<file path="src/rtl/core/orb_divider.sv">
// Restoring divider that produces one quotient bit per cycle.
module orb_divider #(
    parameter int DVD_W = 21,
    parameter int DIV_W = 11
) (
    input  logic             clk,
    input  logic             rst_n,
    input  logic             start,
    input  logic [DVD_W-1:0] dividend,
    input  logic [DIV_W-1:0] divisor,
    output logic             done,
    output logic [DVD_W-1:0] quotient
);

    localparam int CNT_W = $clog2(DVD_W + 1);

    logic [DIV_W-1:0] rem_reg, rem_next;
    logic [DVD_W-1:0] quo_reg, quo_next;
    logic [DIV_W-1:0] dsr_reg, dsr_next;
    logic [CNT_W-1:0] cnt_reg, cnt_next;
    logic             busy_reg, busy_next;
    logic             done_reg, done_next;
    logic [DIV_W:0]   trial;

    always_comb
    begin
        rem_next  = rem_reg;
        quo_next  = quo_reg;
        dsr_next  = dsr_reg;
        cnt_next  = cnt_reg;
        busy_next = busy_reg;
        done_next = 1'b0;
        trial     = {rem_reg, quo_reg[DVD_W-1]};
        if (start)
        begin
            rem_next  = '0;
            quo_next  = dividend;
            dsr_next  = divisor;
            cnt_next  = CNT_W'(DVD_W);
            busy_next = 1'b1;
        end
        else if (busy_reg)
        begin
            // Shift in the next dividend bit and subtract when the divisor fits.
            if (trial >= {1'b0, dsr_reg})
            begin
                rem_next = DIV_W'(trial - {1'b0, dsr_reg});
                quo_next = {quo_reg[DVD_W-2:0], 1'b1};
            end
            else
            begin
                rem_next = trial[DIV_W-1:0];
                quo_next = {quo_reg[DVD_W-2:0], 1'b0};
            end
            cnt_next = cnt_reg - 1'b1;
            if (cnt_reg == CNT_W'(1))
            begin
                busy_next = 1'b0;
                done_next = 1'b1;
            end
        end
    end

    always_ff @(posedge clk or negedge rst_n)
    begin
        if (!rst_n)
        begin
            busy_reg <= 1'b0;
            done_reg <= 1'b0;
            cnt_reg  <= '0;
        end
        else
        begin
            busy_reg <= busy_next;
            done_reg <= done_next;
            cnt_reg  <= cnt_next;
        end
    end

    always_ff @(posedge clk)
    begin
        rem_reg <= rem_next;
        quo_reg <= quo_next;
        dsr_reg <= dsr_next;
    end

    assign done     = done_reg;
    assign quotient = quo_reg;

endmodule

</file>
<file path="config.mk">
export PLATFORM = sky130hd
export DESIGN_NAME = orb_divider
export DESIGN_NICKNAME = d
export VERILOG_FILES = /design/src/rtl/core/orb_divider.sv
export SDC_FILE = /design/constraint.sdc
export NUM_CORES = 1
export LEC_CHECK = 0
export BUFFER_PORTS_ARGS = -buffer_cell sky130_fd_sc_hd__buf_4
export CAP_MARGIN = 40
export CORE_AREA = 4 4 75 77
export DETAILED_ROUTE_END_ITERATION = 10
export DIE_AREA = 0 0 79 81
export HOLD_SLACK_MARGIN = 0.1
export PLACE_DENSITY_LB_ADDON = 0.08
export SYNTH_ARGS = -nofsm -noshare
export SYNTH_HDL_FRONTEND = slang
export SYNTH_SLANG_ARGS = --single-unit
export TNS_END_PERCENT = 1
</file>
<file path="constraint.sdc">
create_clock -name clk -period 2.9 [get_ports clk]
set_clock_uncertainty 0.2 [all_clocks]
set_input_delay 0.58 -clock clk [delete_from_list [all_inputs] [get_ports clk]]
set_output_delay 0.58 -clock clk [all_outputs]
set_load 0.005 [all_outputs]
</file>
# [Yosys cells after proc, flatten, opt, wreduce, memory -nomap -nowiden]
# Index checks and enable logic that the tools add are counted.
[classes] n_addsub=2 order_cmp=1 eq_ne=1 n_mux=12 reduce_logical=1
[ops] operator="$mux W21" count=2
[ops] operator="$ge A12 B11 Y1" count=1
[ops] operator="$mux W11" count=1
[ops] operator="$sub A11 B11 Y11" count=1
[ops] operator="$mux W5" count=2
[ops] operator="$mux W1" count=7
[ops] operator="$eq A5 B1 Y1 const B" count=1
[ops] operator="$sub A5 B1 Y5 const B" count=1
[ops] operator="$reduce_bool A2 Y1" count=1
[word_totals] regBits=50 inputBits=35 out_inout_bits=22

# [Logic depth before layout (Yosys ltp)]
# Gate-level depths: netlist (run 1).
[depth] ltp_word=4 depth_mapped=10 depth_no_buf=9

# [Worst setup path before layout (run 1)]
# No wires, ideal clock.
[synth_path] kind="reg2reg" startpoint="reg quo_reg[20], in the netlist quotient[20]" endpoint="reg rem_reg[0]" setup_ps=79 arrival_ps=2114 required_time_ps=2621 setup_slack_ps=507 stages_incl_launch_ff=10 n_path_buf=0 synth_period_minus_slack_ps=2393 cell_sequence="edfxtp_1 inv_1 ha_1 fa_1 nor2b_1 o31a_2 o21ai_4 a21boi_2 mux2_4 a211oi_2"
[synth_via] elab_chain_len=2
[synth_rtl] item="start, declared" line="18" rtl="logic [DVD_W-1:0] quo_reg, quo_next;"
[synth_rtl] item="start signal, assigned" line="83" rtl="quo_reg <= quo_next;"
[synth_rtl] item="$sub A11 B11 Y11 / $ge A12 B11 Y1 (equally long branches)" line="47, 45"
[synth_rtl] item="$mux W11 (*)" line="45" rtl="if (trial >= {1'b0, dsr_reg})"
[synth_rtl] item="end signal, assigned" line="82" rtl="rem_reg <= rem_next;"
[synth_rtl] item="end, declared" line="17" rtl="logic [DIV_W-1:0] rem_reg, rem_next;"
# Mark *: on every way between the ends. The rest lies on a longest branch, timed or not.
# A chain may end at the register's enable or synchronous reset.

# [Worst setup path in the final report (run 1)]
[layout_path] startpoint="reg quo_reg[20], in the netlist quotient[20]" endpoint="reg rem_reg[2]"
# The elaborated chain is that of the path after synthesis.

==> results of run 1 <==
## cell type report
| cell class | instances | share of cell area (%) |
|---|---|---|
| Sequential cell | 50 | 41.5 |
| Timing Repair Buffer | 61 | 14.1 |
| Tap cell | 70 | 2.68 |
| Clock inverter | 2 | 1.15 |
| Inverter | 17 | 1.95 |
| Multi-Input combinational cell | 146 | 36.3 |
| Clock buffer | 6 | 2.22 |
## report_power, final
group          total (uW)  switching (uW)  leakage, uW  internal, uW
clock network         496             238    0.0000514           258
logic                 268             118     0.000806           150
registers             851            32.0     0.000500           819
total                1610             388      0.00136          1230
## layer usage
metal  part of all wire (%)  track usage, %
met1                     44            22.5
met2                     48            29.9
met3                    6.4            4.55
met4                    1.9            6.36
met5                      0               0
## synthesized netlist by cell type (2+ instances only)
cell / number
a211oi_1: 3
a21o_1: 3
a21oi_1: 5
a311o_1: 2
a31oi_1: 2
buf_1: 2
clkbuf_1: 4
dfrtp_1: 7
dfxtp_1: 11
edfxtp_1: 32
ha_1: 13
inv_1: 17
mux2_1: 10
mux2_2: 11
mux2i_1: 5
nand2_1: 11
nand2b_1: 5
nand3_1: 2
nor2_1: 15
nor2b_1: 3
nor3_1: 3
nor3b_1: 2
o211ai_1: 2
o21a_1: 2
o21ai_0: 3
o21ai_1: 4
o21bai_1: 2
o2bb2ai_1: 2
o31a_1: 2
o31ai_1: 2
or3b_2: 2
xnor2_1: 8
xor2_1: 3
## how the worst max path moves through the flow
stage | startpoint | endpoint | slack (ps)
global placement | quotient[20]$_DFFE_PP_ | rem_reg[2]$_SDFFE_PP0P_ | 290
floorplan | quotient[20]$_DFFE_PP_ | rem_reg[0]$_SDFFE_PP0P_ | 510
detailed placement | quotient[20]$_DFFE_PP_ | rem_reg[2]$_SDFFE_PP0P_ | 180
finish | quotient[20]$_DFFE_PP_ | rem_reg[2]$_SDFFE_PP0P_ | 270
CTS | quotient[20]$_DFFE_PP_ | rem_reg[2]$_SDFFE_PP0P_ | 180
global route | quotient[20]$_DFFE_PP_ | rem_reg[5]$_SDFFE_PP0P_ | 70
## worst reg2reg max path, delay by kind of cell, from the launching register on
kind	cells	cell delay (ps)
simple gates	1	160
mux	1	230
compound gates	4	660
flops	1	360
fa+ha+maj	2	630
buf+inv	2	280
## through the flow
stage / setup WS [ps] / instances / hold slack (ps) / util [%]
finish: 266 / 352 / 246 / 65.2
global route: 66.8 / 352 / 231 / 65.2
floorplan: 507 / 220 / 84.4 / -
detailed placement: 185 / 343 / 198 / 62.6
CTS: 175 / 352 / 236 / 65.0
global placement: 288 / 343 / 199 / 62.6
## logic make-up (layout without fill, tap and decap cells)
| logic type | count (synthesis) | after routing |
|---|---|---|
| DFF | 50 | 50 |
| and+or+nand+nor | 50 | 50 |
| AOI/OAI and AO/OA | 44 | 44 |
| muxes | 27 | 27 |
| buffers and inverters | 24 | 86 |
| adders and majority gates | 14 | 14 |
| xor gates and xnor gates | 11 | 11 |
## repair_timing
item | in CTS | in global routing
hold endpoints to repair | 7 | 0
hold buffers | 1 | 0
endpoints found under the setup margin | 0 | 1
gates resized for setup | 0 | 1
==> results.md, run 1 <==
* Status: finished, final reports clean
* Crit-path max FO at 7
* Total CTS buffers at 5
* Sequential area share after synthesis at 51.5%
* Top post-synthesis cells by area: edfxtp_1 37%, dfxtp_1 8.4%, dfrtp_1 6.7%
* Share of cells above drive strength 1 at 30.9%
* Number of detailed-route iterations in the first pass at 4
* Hold EP: dsr_reg[9]$_DFFE_PP_
* Total power at 1610 uW
* Clock transition at path regs at 90 ps
* Hold Path Class: in -> reg
* # clock sinks at 50
* Layout fillers at 431
* Top_reg_cell synth: edfxtp_1
* Number of synthesis warnings at 0
* Period utilisation layout at between 90% and 100%
* Hold path start: divisor[9]
* Post-synthesis cell area at 0.00263 sq mm
* Mapped Nets at 269
* Initial Util at between 50% and 60%
* Compound-Gate Fraction of Synth Area at 12.6%
* Largest stage delay, worst path at 410 ps
* FF-to-FF setup slack at 270 ps
* Skew-Pair Late Insertion Delay at 300 ps
* Post-route cell area at around 0.0033 sq mm
* Remaining antenna violation count at 0
* Final hold violation count at 0
* DRC at 0
* Worst path top cell family by delay: compound AO/OA/AOI/OAI gates
* WP data arrival at approximately 2600 ps
* Dpl hpwl at ~3900 um
* Max-slew violations at 0
* Library cells used by synthesis at 53
* Tmin final at roughly 2600 ps
* Setup TNS at 0 ps
* IO buf count at 56
* Bufs on Longest Clock Path at 2
* Flops & latches, synth at 50
* Max reg flops at 21
* Fmax achieved at between 300 and 400 MHz
* Unrepaired setup endpoints after global routing: no
* Area delta synth->final at 24.0%
* Main combinational cell family by area after synthesis: compound AO/OA/AOI/OAI gates
* Worst-margin pin slew at 602 ps
* Nets at between 300 and 400
* Max Cap Viol at 0
* Die Area at 0.00640 sq mm
* Area of the multi-input gates at approximately 0.0012 sq mm
* Hold Path Stages at 1
* Synth Area in XOR/XNOR at under 10%
* Synth async-reset ratio at 14.0%
* Die Y at 81 um
* Diode count at 0
* Drt via density at 5.30
* Most frequent cells in the layout: 60 x buf_4, 32 x edfxtp_1, 17 x inv_1
* CP cell instances: inv_1 -> ha_1 -> fa_1 -> nor2b_1 -> o31a_2 -> o21ai_4 -> a21boi_4 -> buf_4 -> mux2i_1 -> a211oi_1
* CP Launch Type: flop
* Register area at 0.00136 sq mm
* Root Driver: clkbuf_8
* Rows at 26
* Placed inst area at 0.00314 sq mm
* Commonest non-fill, non-tap cell in the layout: buf_4
* Initial DRC Count at approximately 170
* CP Depth at 10
* Grt ovf at 0
* Slew Limit Headroom at 59.9%
* Vias in the first global route at 1905
* Crit Reg-Reg Endpoint: rem_reg[2]$_SDFFE_PP0P_
* I/O Pins at 57
* Req. time, crit path at approximately 2900 ps
* Post-Synth Adder-Cell Area at around 6.9%
* Post-Synthesis Cells at 220
* Static Leak at 0.00136 uW
* Peak supply drop at 0.422 mV
* Finish-stage setup viols at 0
* Initial antenna violation count at 0
* CTS tree: yes
* WP buf/inv at 2
* Slowest-stage cell, CP: fa_1
* Simple-Gate Fraction of Synth Area at between 10 and 15%
* Post-CTS Repair Setup Buffers at 0
* Mux cell area share after synthesis at a little under an eighth
* Routed wire length at 5340 um
* Avg Cell Area, Syn at 12.0 sq um
* Via count at 1866
* WL/cell at 15.2 um
* Synth top area share at between 30 and 40%
* FF-to-FF Start: quotient[20]$_DFFE_PP_
* Die W at 79 um
* Routability cong. at between 0.8 and 0.9
* Worst r2r path cells at 10
* Critical path class: reg -> reg
* Largest net degree at the start of global routing at 32
* CP endpoint kind: flop
* Power Density at ~490 mW/mm^2
* Number of synthesized flops with an enable pin at 32
* Dominant cell type by area after synthesis: edfxtp_1
* H-tree levels at 2
* Core footprint at 0.00501 sq mm
* First-pass GRT wire length at 8830 um
* GRT Util Overall at 17.9%
Note: power is estimated with default switching activity, not from simulation.
==> run 2, diff against run 1 <==
--- a/config.mk
+++ b/config.mk
@@ -7,9 +7,9 @@
 export LEC_CHECK = 0
 export BUFFER_PORTS_ARGS = -buffer_cell sky130_fd_sc_hd__buf_4
 export CAP_MARGIN = 40
-export CORE_AREA = 4 4 75 77
+export CORE_AREA = 4 4 63 93
 export DETAILED_ROUTE_END_ITERATION = 10
-export DIE_AREA = 0 0 79 81
+export DIE_AREA = 0 0 67 97
 export HOLD_SLACK_MARGIN = 0.1
 export PLACE_DENSITY_LB_ADDON = 0.08
 export SYNTH_ARGS = -nofsm -noshare
==> run 2 against run 1 <==
Sequential share of layout area increased by 0.18 points. Die area increased by 1.6%. First-iteration DRC count decreased by 35%. Setup slack improved by 13 ps. Critical path type unchanged. Highest routed layer unchanged.
==> results.md, run 2 (synthesis gave the netlist of run 1 again) <==
* Worst-margin pin slew at 592 ps
* Critical path class: reg -> reg
* Die Area at 0.00650 sq mm
* Initial Util at 51.8%
* Share of cells above drive strength 1 at 30.2%
* Remaining antenna violation count at 0
* Combinational share of power at 16.7%
* Initial antenna violation count at 0
* Root Driver: clkbuf_8
* Req. time, crit path at 2860 ps
* Nets at 329
* Most frequent cells in the layout: 59 x buf_4, 32 x edfxtp_1, 17 x inv_1
* Core footprint at 0.00508 sq mm
* Initial DRC Count at 113
* Power Density at 495 mW/mm^2
* Commonest non-fill, non-tap cell in the layout: buf_4
* Clk network pwr share at a little under a third
* CP cell instances: inv_1 -> ha_1 -> fa_1 -> nor2b_1 -> o31a_2 -> o21ai_4 -> a21boi_4 -> buf_4 -> mux2i_1 -> a211oi_1
* Psw at 381 uW
* GRT Util Overall at approximately 18%
* Slew Limit Headroom at about three fifths
* Unrepaired setup endpoints after global routing: no
* Final worst slack at 279 ps
* DRC at 0
* Die W at 67 um
* Rows at 32
* Routability cong. at roughly 0.77
* # clock sinks at 50
* Area delta synth->final at 23.5%
* I/O Pins at 57
* DP Worst Slack at approximately 210 ps
* Crit-path max FO at 8
* CP endpoint: rem_reg[5]$_SDFFE_PP0P_
* CP endpoint kind: flop
* Routed wire length at approximately 5300 um
* Largest net degree at the start of global routing at 54
* Drt via density at between 5 and 6
* Skew-Pair Late Insertion Delay at 300 ps
* Number of detailed-route iterations in the first pass at 4
* Crit path launch: quotient[20]$_DFFE_PP_
* Via count at 1850
* Max reg flops at 21
* Setup TNS at 0 ps
* Vias in the first global route at 2014
* CP Launch Type: flop
* Peak supply drop at roughly 0.29 mV
* CTS tree: yes
* Total CTS buffers at 5
* Bufs on Longest Clock Path at 2
* Max Cap Viol at 0
* Finish-stage setup viols at 0
* Die Y at between 90 and 100 um
* Grt ovf at 0
* Diode count at 0
* Status: finished, final reports clean
* Hold Path Class: in -> reg
* Fmax achieved at ~380 MHz
* Dpl hpwl at 4000 um
* Tmin final at 2620 ps
* FF-to-FF setup slack at 280 ps
* Static Leak at 0.00135 uW
* Clock transition at path regs at 90 ps
* Largest stage delay, worst path at slightly above 400 ps
* Crit Reg-Reg Endpoint: rem_reg[5]$_SDFFE_PP0P_
* H-tree levels at 2
* Max-slew violations at 0
* Period utilisation layout at 90.4%
* Worst r2r path cells at 10
* IO buf count at 56
* Reg power frac at 53.0%
* Total power at around 1600 uW
* Hold_ws at 243 ps
* Final hold violation count at 0
* WP data arrival at 2580 ps
* Switching part of the total power at 23.7%
* Pint at 1230 uW
* WL/cell at between 15 and 20 um
* FF-to-FF Start: quotient[20]$_DFFE_PP_
* Slowest-stage cell, CP: fa_1
* First-pass GRT wire length at 9170 um
* Post-CTS Repair Setup Buffers at 0
[run 2: cell count changes in the layout (fill, tap and decap cells not counted), sizes merged]
cell,previous run,this run
buf,60,59
clkbuf,6,7
clkinvlp,1,0
[run 2: layout make-up]
| class | count | area (sq um) |
|---|---|---|
| repair buffers | 60 | 453 |
| inverters | 17 | 63.8 |
| multi-input cells | 146 | 1190 |
| fillers | 459 | 1830 |
| clock inverters | 1 | 30.0 |
| well taps | 68 | 85.1 |
| flip-flops and latches | 50 | 1360 |
| clock buffers | 7 | 76.3 |
[run 2: how the worst min path moves through the flow]
stage          startpoint  slack [ps]                      to  cells past startpoint
6_report       divisor[6]         240    dsr_reg[6]$_DFFE_PP_                      1
5_1_grt        divisor[7]         230    dsr_reg[7]$_DFFE_PP_                      1
4_1_cts        divisor[6]         240    dsr_reg[6]$_DFFE_PP_                      1
3_5_place_dp        rst_n         200  cnt_reg[2]$_DFFE_PN0P_                      1
3_3_place_gp        rst_n         200  cnt_reg[2]$_DFFE_PN0P_                      1
2_1_floorplan       rst_n          80      busy_reg$_DFF_PN0_                      0
[run 2: power by group through the flow]
stage	combinational, uW	clock [uW]	sequential (uW)
3_3_place_gp	265	0	866
4_1_cts	271	499	853
6_report	268	489	852
3_5_place_dp	269	0	867
5_1_grt	299	533	859
2_1_floorplan	147	0	862
[run 2: repair_timing]
action | CTS | global route
hold buffers | 1 | 0
resized for setup | 0 | 1
endpoints found under the hold margin | 7 | 0
setup endpoints to repair | 0 | 4
[run 2: worst max-delay path, delay by kind of cell (launching register included)]
kind                       cells  cell delay [ps]
adders and majority gates      2              630
DFF                            1              350
muxes                          1              190
buffers and inverters          2              270
AOI/OAI and AO/OA              4              690
and+or+nand+nor                1              160
[run 2: through the flow]
stage          cells  cell area (sq um)  utilization, %
5_1_grt          349               3250            63.9
4_1_cts          349               3240            63.8
2_1_floorplan    220               2630               -
6_report         349               3250            63.9
3_5_place_dp     340               3130            61.5
3_3_place_gp     340               3130            61.5
[run 2: per-layer routing]
layer | vias to the layer above | global-route usage, % | part of all wire (%) | routed length (um)
li1 | 923 | - | - | -
met1 | 870 | 20.9 | 39 | 2080
met2 | 48 | 30.8 | 53 | 2830
met3 | 9 | 5.57 | 6.4 | 344
met4 | 0 | 6.72 | 1.9 | 99
met5 | - | 0 | 0 | 0
